## config.mk

```make
export PLATFORM = sky130hd
export DESIGN_NAME = top_k_score_tracker
export DESIGN_NICKNAME = d
export VERILOG_FILES = /design/src/sv/tks_pkg.sv /design/src/sv/tks_ctrl.sv /design/src/sv/tks_datapath.sv /design/src/sv/top_k_score_tracker.sv
export SDC_FILE = /design/constraint.sdc
export NUM_CORES = 1
export LEC_CHECK = 0
export BUFFER_PORTS_ARGS = -buffer_cell sky130_fd_sc_hd__buf_2
export CORE_UTILIZATION = 55
export CTS_BUF_LIST = sky130_fd_sc_hd__clkbuf_2
export DETAILED_ROUTE_END_ITERATION = 16
export PLACE_DENSITY = 0.71
export SYNTH_ARGS = -nofsm -noshare
export SYNTH_HDL_FRONTEND = slang
export SYNTH_SLANG_ARGS = --single-unit
```

## constraint.sdc

```tcl
create_clock -name clk -period 5.56 [get_ports clk]
set_input_delay 0.834 -clock clk [delete_from_list [all_inputs] [get_ports clk]]
set_output_delay 0.834 -clock clk [all_outputs]
set_load 0.01 [all_outputs]
```

## src/sv/tks_pkg.sv

```systemverilog
// ----------------------------------------------------------------------------
// tks_pkg
// Shared types and fixed field widths for the top-k score tracker.
// ----------------------------------------------------------------------------
package tks_pkg;

  localparam int RANK_W = 4;
  localparam int SLOT_W = 4;
  localparam int FILL_W = 5;
  localparam int CAP_W  = 5;

  localparam logic [CAP_W-1:0] CAP_RESET = 5'd16;

  // Commands from the controller to the datapath.
  typedef struct packed {
    logic start;      // latch the incoming item and clear the pass state
    logic freed_rd;   // read the lowest held rank
    logic freed_cap;  // take the slot of the lowest held rank
    logic rd;         // read the rank under the pass counter
    logic ev;         // evaluate the rank read in the previous cycle
    logic tail;       // write the entry one past the held ranks
    logic finish;     // load the result register and commit the count
  } ctl_cmd_t;

  // Status from the datapath to the controller.
  typedef struct packed {
    logic full;       // held count has reached the effective capacity
    logic k_lt_n;     // pass counter is still inside the held ranks
    logic out_free;   // result register can take a new result
  } ctl_stat_t;

endpackage

```

## src/sv/tks_ctrl.sv

```systemverilog
// ----------------------------------------------------------------------------
// tks_ctrl
// Sequencer for one insertion pass over the ranked list.
// ----------------------------------------------------------------------------
module tks_ctrl (
  input  logic               clk,
  input  logic               rst_n,
  input  logic               in_valid,
  output logic               in_ready,
  input  tks_pkg::ctl_stat_t stat,
  output tks_pkg::ctl_cmd_t  cmd
);
  import tks_pkg::*;

  typedef enum logic [2:0] {
    S_IDLE,
    S_FRD,
    S_FWT,
    S_STEP,
    S_EV,
    S_TAIL,
    S_DONE
  } state_t;

  state_t state_r;
  state_t state_nxt;

  assign in_ready = (state_r == S_IDLE);

  always_comb begin
    state_nxt = state_r;
    cmd       = '0;
    case (state_r)
      S_IDLE: begin
        if (in_valid) begin
          cmd.start = 1'b1;
          // A full list first needs the slot of its lowest entry.
          state_nxt = stat.full ? S_FRD : S_STEP;
        end
      end
      S_FRD: begin
        cmd.freed_rd = 1'b1;
        state_nxt    = S_FWT;
      end
      S_FWT: begin
        cmd.freed_cap = 1'b1;
        state_nxt     = S_STEP;
      end
      S_STEP: begin
        if (stat.k_lt_n) begin
          cmd.rd    = 1'b1;
          state_nxt = S_EV;
        end else if (!stat.full) begin
          state_nxt = S_TAIL;
        end else begin
          state_nxt = S_DONE;
        end
      end
      S_EV: begin
        cmd.ev    = 1'b1;
        state_nxt = S_STEP;
      end
      S_TAIL: begin
        cmd.tail  = 1'b1;
        state_nxt = S_DONE;
      end
      S_DONE: begin
        if (stat.out_free) begin
          cmd.finish = 1'b1;
          state_nxt  = S_IDLE;
        end
      end
      default: state_nxt = S_IDLE;
    endcase
  end

  always_ff @(posedge clk) begin
    if (!rst_n) begin
      state_r <= S_IDLE;
    end else begin
      state_r <= state_nxt;
    end
  end

endmodule

```

## src/sv/tks_datapath.sv

```systemverilog
// ----------------------------------------------------------------------------
// tks_datapath
// Ranked list memory, pass registers, capacity register and result register.
// ----------------------------------------------------------------------------
module tks_datapath #(
  parameter int MAX_ENTRIES = 16,
  parameter int SCORE_BITS  = 32
) (
  input  logic                               clk,
  input  logic                               rst_n,
  input  logic signed [SCORE_BITS-1:0]       in_score,
  input  logic                               cfg_we,
  input  logic [tks_pkg::CAP_W-1:0]          cfg_wdata,
  input  tks_pkg::ctl_cmd_t                  cmd,
  output tks_pkg::ctl_stat_t                 stat,
  output logic                               out_valid,
  input  logic                               out_ready,
  output logic                               out_accepted,
  output logic [tks_pkg::RANK_W-1:0]         out_rank,
  output logic [tks_pkg::SLOT_W-1:0]         out_slot,
  output logic                               out_evicted,
  output logic [tks_pkg::FILL_W-1:0]         out_fill_count
);
  import tks_pkg::*;

  localparam int IDX_W  = (MAX_ENTRIES > 1) ? $clog2(MAX_ENTRIES) : 1;
  localparam int CNT_W  = $clog2(MAX_ENTRIES + 1);
  localparam int CMP_W  = (CNT_W > CAP_W) ? CNT_W : CAP_W;
  localparam int WORD_W = SCORE_BITS + IDX_W;

  // Each word holds a score and its slot. Ranks at or above the held count
  // are never read, so the memory needs no initialization.
  logic [WORD_W-1:0] mem [MAX_ENTRIES];

  logic [CAP_W-1:0]             cap_r;
  logic [CNT_W-1:0]             count_r;
  logic signed [SCORE_BITS-1:0] key_r;
  logic [CNT_W-1:0]             k_r;
  logic [WORD_W-1:0]            carry_r;
  logic                         ins_r;
  logic [IDX_W-1:0]             place_r;
  logic [IDX_W-1:0]             new_slot_r;
  logic [WORD_W-1:0]            rd_data_r;

  logic                         out_valid_r;
  logic                         out_accepted_r;
  logic [RANK_W-1:0]            out_rank_r;
  logic [SLOT_W-1:0]            out_slot_r;
  logic                         out_evicted_r;
  logic [FILL_W-1:0]            out_fill_r;

  logic [CMP_W-1:0]             cap_ext;
  logic [CMP_W-1:0]             max_ext;
  logic [CMP_W-1:0]             eff_cap;
  logic [CMP_W-1:0]             count_ext;
  logic                         full;
  logic [CNT_W-1:0]             count_m1;
  logic [IDX_W-1:0]             rd_addr;
  logic                         rd_en;
  logic signed [SCORE_BITS-1:0] d_score;
  logic                         d_gt;
  logic [WORD_W-1:0]            new_word;
  logic                         wr_en;
  logic [WORD_W-1:0]            wr_data;
  logic [CNT_W-1:0]             fill_now;
  logic [IDX_W+RANK_W-1:0]      rank_ext;
  logic [IDX_W+SLOT_W-1:0]      slot_ext;
  logic [CNT_W+FILL_W-1:0]      fill_ext;

  // Capacity of zero acts as one, anything above the depth as the depth.
  assign cap_ext   = CMP_W'(cap_r);
  assign max_ext   = CMP_W'(MAX_ENTRIES);
  assign count_ext = CMP_W'(count_r);
  always_comb begin
    if (cap_r == '0) begin
      eff_cap = CMP_W'(1);
    end else if (cap_ext > max_ext) begin
      eff_cap = max_ext;
    end else begin
      eff_cap = cap_ext;
    end
  end
  assign full = (count_ext >= eff_cap);

  assign count_m1 = count_r - CNT_W'(1);
  assign rd_addr  = cmd.freed_rd ? count_m1[IDX_W-1:0] : k_r[IDX_W-1:0];
  assign rd_en    = cmd.freed_rd | cmd.rd;

  assign d_score  = rd_data_r[WORD_W-1:IDX_W];
  assign d_gt     = (d_score > key_r);
  assign new_word = {key_r, new_slot_r};

  // Once the new entry is in, every later rank takes the entry above it.
  assign wr_en   = (cmd.ev && (ins_r || !d_gt)) || cmd.tail;
  assign wr_data = ins_r ? carry_r : new_word;

  always_ff @(posedge clk) begin
    if (rd_en) begin
      rd_data_r <= mem[rd_addr];
    end
    if (wr_en) begin
      mem[k_r[IDX_W-1:0]] <= wr_data;
    end
  end

  always_ff @(posedge clk) begin
    if (!rst_n) begin
      ins_r <= 1'b0;
    end else if (cmd.start) begin
      ins_r <= 1'b0;
    end else if ((cmd.ev && !d_gt) || cmd.tail) begin
      ins_r <= 1'b1;
    end
  end

  always_ff @(posedge clk) begin
    if (cmd.start) begin
      key_r      <= in_score;
      k_r        <= '0;
      new_slot_r <= IDX_W'(count_r);
    end
    if (cmd.freed_cap) begin
      new_slot_r <= rd_data_r[IDX_W-1:0];
    end
    if (cmd.ev) begin
      k_r <= k_r + CNT_W'(1);
      if (wr_en) begin
        carry_r <= rd_data_r;
      end
      if (!ins_r && !d_gt) begin
        place_r <= k_r[IDX_W-1:0];
      end
    end
    if (cmd.tail && !ins_r) begin
      place_r <= k_r[IDX_W-1:0];
    end
  end

  assign fill_now = full ? count_r : count_r + CNT_W'(1);
  assign rank_ext = {{RANK_W{1'b0}}, place_r};
  assign slot_ext = {{SLOT_W{1'b0}}, new_slot_r};
  assign fill_ext = {{FILL_W{1'b0}}, fill_now};

  always_ff @(posedge clk) begin
    if (!rst_n) begin
      cap_r       <= CAP_RESET;
      count_r     <= '0;
      out_valid_r <= 1'b0;
    end else begin
      if (cfg_we) begin
        cap_r <= cfg_wdata;
      end
      if (cmd.finish) begin
        out_valid_r <= 1'b1;
        if (!full) begin
          count_r <= fill_now;
        end
      end else if (out_ready) begin
        out_valid_r <= 1'b0;
      end
    end
  end

  always_ff @(posedge clk) begin
    if (cmd.finish) begin
      out_accepted_r <= ins_r;
      out_rank_r     <= ins_r ? rank_ext[RANK_W-1:0] : '0;
      out_slot_r     <= ins_r ? slot_ext[SLOT_W-1:0] : '0;
      out_evicted_r  <= full && ins_r;
      out_fill_r     <= fill_ext[FILL_W-1:0];
    end
  end

  assign stat.full     = full;
  assign stat.k_lt_n   = (k_r < count_r);
  assign stat.out_free = !out_valid_r || out_ready;

  assign out_valid      = out_valid_r;
  assign out_accepted   = out_accepted_r;
  assign out_rank       = out_rank_r;
  assign out_slot       = out_slot_r;
  assign out_evicted    = out_evicted_r;
  assign out_fill_count = out_fill_r;

endmodule

```

## src/sv/top_k_score_tracker.sv

```systemverilog
// ----------------------------------------------------------------------------
// top_k_score_tracker
// Keeps the best scores seen so far in descending order, with a slot per rank.
// ----------------------------------------------------------------------------
// One item is processed at a time. A full list first reads the slot of its
// lowest entry; then the insertion pass reads and rewrites the ranked list
// memory one rank at a time (read, then compare and write). The result is
// loaded into the output register only once a result still held by
// out_ready has been taken. A new item is taken as soon as the result
// register is loaded, even while that result still waits on out_ready.
// The user must write the capacity register through cfg_we and cfg_wdata
// only while the block is idle; the block itself does not enforce this.
module top_k_score_tracker #(
  parameter int MAX_ENTRIES = 16,
  parameter int SCORE_BITS  = 32
) (
  input  logic                          clk,
  input  logic                          rst_n,
  input  logic                          in_valid,
  output logic                          in_ready,
  input  logic signed [SCORE_BITS-1:0]  in_score,
  output logic                          out_valid,
  input  logic                          out_ready,
  output logic                          out_accepted,
  output logic [tks_pkg::RANK_W-1:0]    out_rank,
  output logic [tks_pkg::SLOT_W-1:0]    out_slot,
  output logic                          out_evicted,
  output logic [tks_pkg::FILL_W-1:0]    out_fill_count,
  input  logic                          cfg_we,
  input  logic [tks_pkg::CAP_W-1:0]     cfg_wdata
);
  import tks_pkg::*;

  ctl_cmd_t  cmd;
  ctl_stat_t stat;

  tks_ctrl u_ctrl (
    .clk      (clk),
    .rst_n    (rst_n),
    .in_valid (in_valid),
    .in_ready (in_ready),
    .stat     (stat),
    .cmd      (cmd)
  );

  tks_datapath #(
    .MAX_ENTRIES (MAX_ENTRIES),
    .SCORE_BITS  (SCORE_BITS)
  ) u_datapath (
    .clk            (clk),
    .rst_n          (rst_n),
    .in_score       (in_score),
    .cfg_we         (cfg_we),
    .cfg_wdata      (cfg_wdata),
    .cmd            (cmd),
    .stat           (stat),
    .out_valid      (out_valid),
    .out_ready      (out_ready),
    .out_accepted   (out_accepted),
    .out_rank       (out_rank),
    .out_slot       (out_slot),
    .out_evicted    (out_evicted),
    .out_fill_count (out_fill_count)
  );

endmodule

```

Word level (Yosys, flattened, before mapping)
Memory sizes are Yosys's and may differ from the RTL's. A register that Yosys moved wholly into a read port is not among the register bits.
Index checks and enable logic that the tools add are counted.
Widths: inputs -> output; s select.
{"block": "word_totals", "ff_bits": 111, "mem_bits_rw": 576, "in_bits": 42, "memories": 1}
{"memory": "u_datapath.mem", "depth": 16, "word_bits": 36, "rd": 1, "rd_clocked_by_memory_dff": 1, "wr": 1, "line": "tks_datapath.sv:33", "source": "logic [WORD_W-1:0] mem [MAX_ENTRIES];"}
{"block": "classes", "addsub": 3, "magnitude_cmp": 4, "n_eq_ne": 8, "n_mux": 32, "bitwise": 3, "reduce_logical": 25}
{"cell": "$mux 36", "count": 1}
{"cell": "$gt 32x32->1", "count": 1}
{"cell": "$mux 5", "count": 5}
{"cell": "$mux 4", "count": 6}
{"cell": "$pmux 3 s6", "count": 1}
{"cell": "$mux 1", "count": 14}
{"cell": "$add 5x1->5 const B", "count": 2}
{"cell": "$reduce_bool 2->1", "count": 5}
{"cell": "$eq 3x3->1 const B", "count": 3}
{"cell": "$reduce_and 2->1", "count": 4}
{"cell": "$eq 3x2->1 const B", "count": 2}
{"cell": "$mux 2", "count": 3}
{"cell": "$mux 3", "count": 2}
{"cell": "$ge 5x5->1", "count": 1}
{"cell": "$gt 5x5->1 const B", "count": 1}
{"cell": "$logic_and 1x1->1", "count": 5}
{"cell": "$logic_not 5->1", "count": 1}
{"cell": "$lt 5x5->1", "count": 1}
{"cell": "$logic_or 1x1->1", "count": 4}
{"cell": "$ne 2x2->1 const B", "count": 2}
{"cell": "$reduce_or 2->1", "count": 2}
{"cell": "$sub 4x1->4 const B", "count": 1}
{"cell": "$eq 3x1->1 const B", "count": 1}
{"cell": "$logic_not 1->1", "count": 3}
{"cell": "3 further kinds", "count": 4}

Logic depth before layout (Yosys ltp)
Gate-level depths: netlist of the first run.
{"block": "depth", "ltp_word": 7, "depth_mapped": 10, "ltp_nobuf": 10}

Modules after synthesis
Synthesis of the first run repeated with hierarchy kept, for this count alone.
{"block": "unflattened", "cells_unflattened": 2065, "area_unflattened_um2": 29364.4}
{"module": "tks_datapath", "n_inst": 1, "cells_per_inst": 2034, "area_each_um2": 29106.7}
{"module": "tks_ctrl", "n_inst": 1, "cells_per_inst": 31, "area_each_um2": 257.7}

Worst setup path after synthesis of the first run
OpenSTA, ideal clock, no wires.
{"block": "synth_timing", "path_kind": "reg-to-reg", "from": "register u_datapath.rd_data_r[9] (read register of u_datapath.mem)", "to": "memory u_datapath.mem[15][0] in the netlist's numbering (enable)", "setup_time_ns": 0.441, "t_arrival_ns": 3.630, "t_required_ns": 5.119, "setup_slack_ns": 1.489, "stages_incl_launch_ff": 9, "n_path_buf": 1, "period_less_slack_ns": 4.071, "path_cell_list": "edfxtp_1 ha_1 a21oi_1 o21ai_0 a221o_1 a221oi_1 o31ai_2 buf_4 a21oi_1"}
{"block": "synth_between", "elab_chain_len": 7}
{"item": "start, declared", "line": "tks_datapath.sv:43", "source": "logic [WORD_W-1:0] rd_data_r;"}
{"item": "$gt 32x32->1", "line": "tks_datapath.sv:90", "source": "assign d_gt = (d_score > key_r);"}
{"item": "$logic_not 1->1", "line": "tks_datapath.sv:94", "source": "assign wr_en = (cmd.ev && (ins_r || !d_gt)) || cmd.tail;"}
{"item": "$logic_or 1x1->1", "line": "tks_datapath.sv:94"}
{"item": "$logic_and 1x1->1", "line": "tks_datapath.sv:94"}
{"item": "$logic_or 1x1->1", "line": "tks_datapath.sv:94"}
{"item": "$mux 1", "line": "tks_datapath.sv:101", "source": "if (wr_en) begin"}
{"item": "$mux 1 (not written as such)", "line": "tks_datapath.sv:102", "source": "mem[k_r[IDX_W-1:0]] <= wr_data;"}
{"item": "end, declared", "line": "tks_datapath.sv:33"}
No other way between the ends.

Worst setup path in the final report of the first run
{"block": "layout_timing", "from": "register u_datapath.rd_data_r[11] (read register of u_datapath.mem)", "to": "memory u_datapath.mem[12][17] in the netlist's numbering (enable)"}
Same word-level chain as after synthesis.

==> results.ini, run 1 <==
[run_status]
status=finished, final reports clean

[sta]
max_freq_mhz=241.5
post-route-min-period_ns=4.142
fin_setup_tns_ns=0
worst_pin_slew_ns=1.276
maxSlewHeadroom=0.1436
setup_violations=0
slew_violations=0
clock_skew_ns=0.08190
period_share=0.7449
grt_setup_unrepaired=no
hold_viol_final=0
final_critical_path_setup_slack_ns=1.419

[clocking]
clk_latency_ns=1.38
root_buffer=clkbuf_2
clkTransAtPathRegs_ns=0.12
cts.repair.resized=0
clock_path_buffers=3
cts.sinks=723
cts_tree=built
ctsHtreeMaxLevel=4
cts_setup_buffers=0
numCtsBuffers=177

[setup_path]
critPathLaunchType=flop
path_class=flop to flop
crit_fanout=21
arrival_ns=5.10
cp-end-kind=flop
cp.required_ns=6.52

[placement]
io_buffers=58
dp_slack_ns=1.446
place.gp.congestion=0.7863
place_area_sq_um=31170
hpwlAfterDp_mm=34.98

[drt]
avgViaCountPerCell=5.594
vias=15618
drt_iter0_markers=1079
finalWirelength_mm=61.98
ant_nets=0
wire_per_inst_um=22.20
drtPass1Iterations=5
drc=0

[synthesis]
dominantRegCellSynth=edfxtp_1
synth_edf_count=708
yosysSeqAreaShare=0.7242
synthCells=1718
synth_seq_cells=723
syn_area_per_cell_sq_um=17.33
synth.distinct_cells=42
synth_warnings=0
synthesis.nets=1807
ys_async_sr_fraction=0
netlist_area_sq_um=29770

[global_route]
grt_overflow_total=0
grt_max_degree=102
grtUsageTotal=0.2283
antenna_found_initial=2
grt_pass1_wl_mm=93.63
grt_pass1_vias=16266

[floorplanning]
die_x_um=234.7
die_area_sq_um=55060
ios=59
core_sq_um=52970
start_util=0.5620
fp.dieH_um=234.7
row_count=84

[final_layout]
drive_gt1_frac=0.1971
final_cell_mix=708 x edfxtp_1, 546 x mux2i_1, 246 x clkbuf_2
nets=2073
layout_commonest_cell=edfxtp_1
areaGrowthSynthToFinish_pct=11.84
final_area_sq_um=33300
regArea_sq_um=21560
nFillCells=3889
multi_input_area_sq_um=7816

[pwr]
power_mw=11.51
powerDensity_nw_per_um2=345.5
p_leak_nw=12.82
irDropWorstVdd_v=0.0002184

[hold_path]
hp-class=input port to flop

[flow_run]
drv_cap=0

routing by layer:
metal | part of all wire | up-vias | global-route usage
met5 | 0 | - | 0
met4 | 0.026 | 0 | 0.1033
met3 | 0.042 | 95 | 0.04359
met2 | 0.50 | 410 | 0.3831
met1 | 0.43 | 7832 | 0.2896
li1 | - | 7281 | -
worst max-delay path, stage by stage (launching register included):
cell      delay (ns)
edfxtp_1        0.42
ha_1            0.33
a21oi_1         0.14
o21ai_0         0.13
a221o_1         0.36
a221oi_1        0.74
o31ai_4         0.06
buf_4           0.31
a21oi_4         0.74
buf_4           0.52
report_power, final:
group          internal (mW)  leakage [nW]  switching [mW]  total (mW)
sequential              6.21          6.53          0.0579        6.27
clock                   1.42          1.19            2.05        3.48
combinational          0.706          5.10            1.06        1.76
through the flow:
step | hold slack [ns] | std cells | util
2_1_floorplan | 0.4064 | 1718 | -
3_3_place_gp | 0.4321 | 2440 | 0.5885
3_5_place_dp | 0.4364 | 2440 | 0.5885
4_1_cts | 0.0002548 | 2788 | 0.6284
5_1_grt | 0.1148 | 2790 | 0.6285
6_report | 0.1795 | 2792 | 0.6286
sequential cells by signal, summed over array words and instances, names as in the netlist, 5 cells and up:
signal / flops
u_datapath.rd_data_r: 36
u_datapath.mem: 576
u_datapath.carry_r: 36
u_datapath.key_r: 32
u_datapath.count_ext: 5
u_datapath.out_fill_count: 5
u_datapath.k_r: 5
u_datapath.cap_ext: 5
cells in the mapped netlist (6+ instances only):
cell type	count	area share
buf_2	29	0.0049
nor2_1	16	0.0020
o21ai_0	47	0.0079
buf_6	14	0.0053
nand3_1	8	0.0013
a21oi_1	38	0.0064
nor2b_1	6	0.0013
xnor2_1	9	0.0026
ha_1	47	0.020
mux2i_1	547	0.18
nand2_1	77	0.0097
nand4_1	7	0.0015
inv_1	45	0.0057
dfxtp_1	15	0.010
edfxtp_1	708	0.71
nand2b_1	8	0.0017
nor3_1	7	0.0012
and2_1	12	0.0025
clkbuf_1	22	0.0028
buf_4	13	0.0033
path summary, 6_finish.rpt:
| kind | endpoint | start | slack [ns] | cells after the start |
|---|---|---|---|---|
| min reg2reg | u_datapath.carry_r[1] | u_datapath.rd_data_r[1] | 0.44 | 0 |
| max | u_datapath.mem[12][17] | u_datapath.rd_data_r[11] | 1.42 | 9 |
| max reg2reg | u_datapath.mem[12][17] | u_datapath.rd_data_r[11] | 1.42 | 9 |
| min | u_datapath.key_r[22] | in_score[22] | 0.18 | 2 |
logic make-up after synthesis:
logic type / share of synthesized area
AND/OR/NAND/NOR: 0.02429
buffers and inverters: 0.02206
multiplexers: 0.1858
XOR/XNOR: 0.003531
adder cells (fa/ha/maj): 0.01975
AO/OA/AOI/OAI: 0.02034
flip-flops: 0.7242
final cells by class:
type	count	share of cell area
flip-flops and latches	723	0.6476
multi-input cells	871	0.2347
repair buffers	166	0.03893
clock buffers	246	0.03698
well taps	688	0.02585
clock inverters	49	0.01056
inverters	45	0.005073
diodes	4	0.0003006
repair_timing:
| item | CTS | global route |
|---|---|---|
| endpoints found under the hold margin | 56 | 0 |
| hold buffers | 53 | 0 |
| setup endpoints to repair | 0 | 0 |
No activity file was read; power rests on OpenSTA's default activity.
==> inputs of run 2 (changes only) <==
ABC_AREA = 1   (was unset)
clock period = 4.32 ns   (was 5.56 ns; I/O delays follow)
==> results.ini, run 2 <==
[synthesis]
synth_top_family_by_area=compound AO/OA/AOI/OAI gates
synthesis.nets=2241
synth.distinct_cells=41
synth_compound_area_frac=0.1136
synthCells=2152
yosys.area.top_type_share=0.7357
synth_edf_count=708
syn_area_per_cell_sq_um=13.43
ys_async_sr_fraction=0
synth_area_leaders=edfxtp_1 74%, nor2_1 4.4%, o21ai_0 3.9%
yosysSeqAreaShare=0.7461
synth_warnings=0
synthXorXnorAreaFrac=0.001818
dominantRegCellSynth=edfxtp_1
muxShareOfSynthArea=0
netlist_area_sq_um=28900
synth_top_area_cell=edfxtp_1
synth-adder-area-share=0.02035
synth_seq_cells=723
synth_common_cells=708 x edfxtp_1, 340 x nor2_1, 226 x o21ai_0
yosys.area_share.simple=0.08304
yosysMostFrequentCell=edfxtp_1

[drt]
ant_nets=0
vias=19107
wire_per_inst_um=22.74
drc=0
drt_iter0_markers=2262
drtPass1Iterations=6
finalWirelength_mm=72.91
avgViaCountPerCell=5.960

[global_route]
grt_pass1_wl_mm=109.1
grt_overflow_total=0
grtUsageTotal=0.2785
grt_max_degree=145
antenna_found_initial=1
grt_pass1_vias=18633

[pwr]
p_comb_frac=0.224
p_sw_mw=5.344
clock_power_share=0.268
p_leak_nw=11.54
swShare=0.3285
irDropWorstVdd_v=0.0002849
p_int_mw=10.92
pwr-share-seq=0.507
powerDensity_nw_per_um2=498.9

[sta]
period_share=0.9001
hold_viol_final=0
setup_violations=0
max_freq_mhz=257.2
grt_setup_unrepaired=no
slew_violations=0
post-route-min-period_ns=3.888
clock_skew_ns=0.1149
maxSlewHeadroom=0.06666
worst_pin_slew_ns=1.391
fin_setup_tns_ns=0

[setup_path]
cpPeakStageDelay_ns=0.50
crit_fanout=22
slowest_stage=nand3_1
arrival_ns=4.86
cp_num_buf_inv=2
path_class=flop to flop
critical_path.top_delay_family=simple AND/OR/NAND/NOR gates
crit_chain=ha_1, nand2_1, nor3_1, and3_1, nand2_1, nand2_1, nand2_1, nand3_1, nand2_1, nand3_1, nand2_1, inv_2, buf_4
critPathLaunchType=flop
cp.required_ns=5.29
path_common_cell=nand2_1
cp-end-kind=flop

[clocking]
cts_tree=built
numCtsBuffers=172
cts.sinks=723
ctsHtreeMaxLevel=4
clock_path_buffers=3
clkTransAtPathRegs_ns=0.09
cts.repair.resized=0
clk_latency_ns=1.35
root_buffer=clkbuf_2

[flow_run]
drv_cap=0

[placement]
io_buffers=58
hpwlAfterDp_mm=44.26
place.gp.congestion=0.9713

[hold_path]
hp-class=input port to flop

[final_layout]
layout_commonest_cell=edfxtp_1
nFillCells=3833
largest_reg_flops=576
utilization=0.6317
nets=2507
final_cell_mix=708 x edfxtp_1, 340 x nor2_1, 244 x clkbuf_2
drive_gt1_frac=0.1696
areaGrowthSynthToFinish_pct=12.82

[floorplanning]
die_area_sq_um=53470
ios=59
fp.dieH_um=231.2
core_sq_um=51610
row_count=83
start_util=0.5599
die_x_um=231.2

[run_status]
status=finished, final reports clean

==> run 2: stage by stage <==
stage | worst slack, ns | std cells | area, sq um | hold slack [ns] | power, mW
final | 0.4317 | 3206 | 32600 | 0.1953 | 16.27
after global routing | 0.2134 | 3206 | 32600 | 0.06516 | 17.00
after CTS | 0.4839 | 3204 | 32590 | 0.01743 | 16.26
after detailed placement | 0.5412 | 2836 | 30200 | 0.4355 | 11.90
after global placement | 0.6163 | 2836 | 30200 | 0.4353 | 11.80
after floorplan | 0.9549 | 2152 | 28900 | 0.4264 | 10.57
==> run 2: cell families after synthesis <==
| logic type | after synthesis |
|---|---|
| DFF | 723 |
| buffers and inverters | 236 |
| and+or+nand+nor | 602 |
| adders and majority gates | 47 |
| xor gates and xnor gates | 6 |
| AOI/OAI and AO/OA | 538 |
==> run 2: power groups by stage <==
stage          clock (mW)  sequential, mW  combinational, mW
6_report             4.36            8.26               3.65
2_1_floorplan           0            8.38               2.18
5_1_grt              4.78            8.27               3.94
3_3_place_gp            0            8.40               3.40
3_5_place_dp            0            8.41               3.48
4_1_cts              4.45            8.25               3.56
==> run 2: cell type report <==
| type | count | area (sq um) | area share |
|---|---|---|---|
| well taps | 680 | 850.8 | 0.02610 |
| clock inverters | 36 | 285.3 | 0.008750 |
| clock buffers | 244 | 1221 | 0.03746 |
| flip-flops and latches | 723 | 21560 | 0.6614 |
| repair buffers | 216 | 1872 | 0.05741 |
| inverters | 112 | 430.4 | 0.01320 |
| diodes | 2 | 5.005 | 0.0001535 |
| multi-input cells | 1193 | 6376 | 0.1956 |
==> run 2: final timing paths <==
kind	to	cells past startpoint	slack, ns	from
max	u_datapath.mem[13][21]	13	0.43	u_datapath.rd_data_r[35]
min reg2reg	u_datapath.carry_r[24]	0	0.46	u_datapath.rd_data_r[24]
max reg2reg	u_datapath.mem[13][21]	13	0.43	u_datapath.rd_data_r[35]
min	u_datapath.cap_ext[4]	3	0.20	cfg_we
==> run 2: metal layers <==
metal	vias to the layer above	global-route usage	part of all wire
met5	-	0.01011	0.00099
li1	8630	-	-
met3	96	0.1091	0.14
met1	9329	0.4012	0.41
met4	2	0.09272	0.019
met2	1050	0.3854	0.43
==> run 2: repair_timing <==
| item | in CTS | in global routing |
|---|---|---|
| hold endpoints to repair | 62 | 0 |
| setup buffers | 0 | 0 |
| hold buffers | 88 | 0 |
==> run 2: worst register-to-register path, stage by stage (launching register included) <==
cell and delay [ns]:
edfxtp_1 0.41, ha_1 0.40, nand2_1 0.17, nor3_1 0.37
and3_1 0.36, nand2_1 0.12, nand2_1 0.07, nand2_1 0.05
nand3_1 0.10, nand2_1 0.13, nand3_1 0.50, nand2_1 0.15
inv_2 0.44, buf_4 0.28
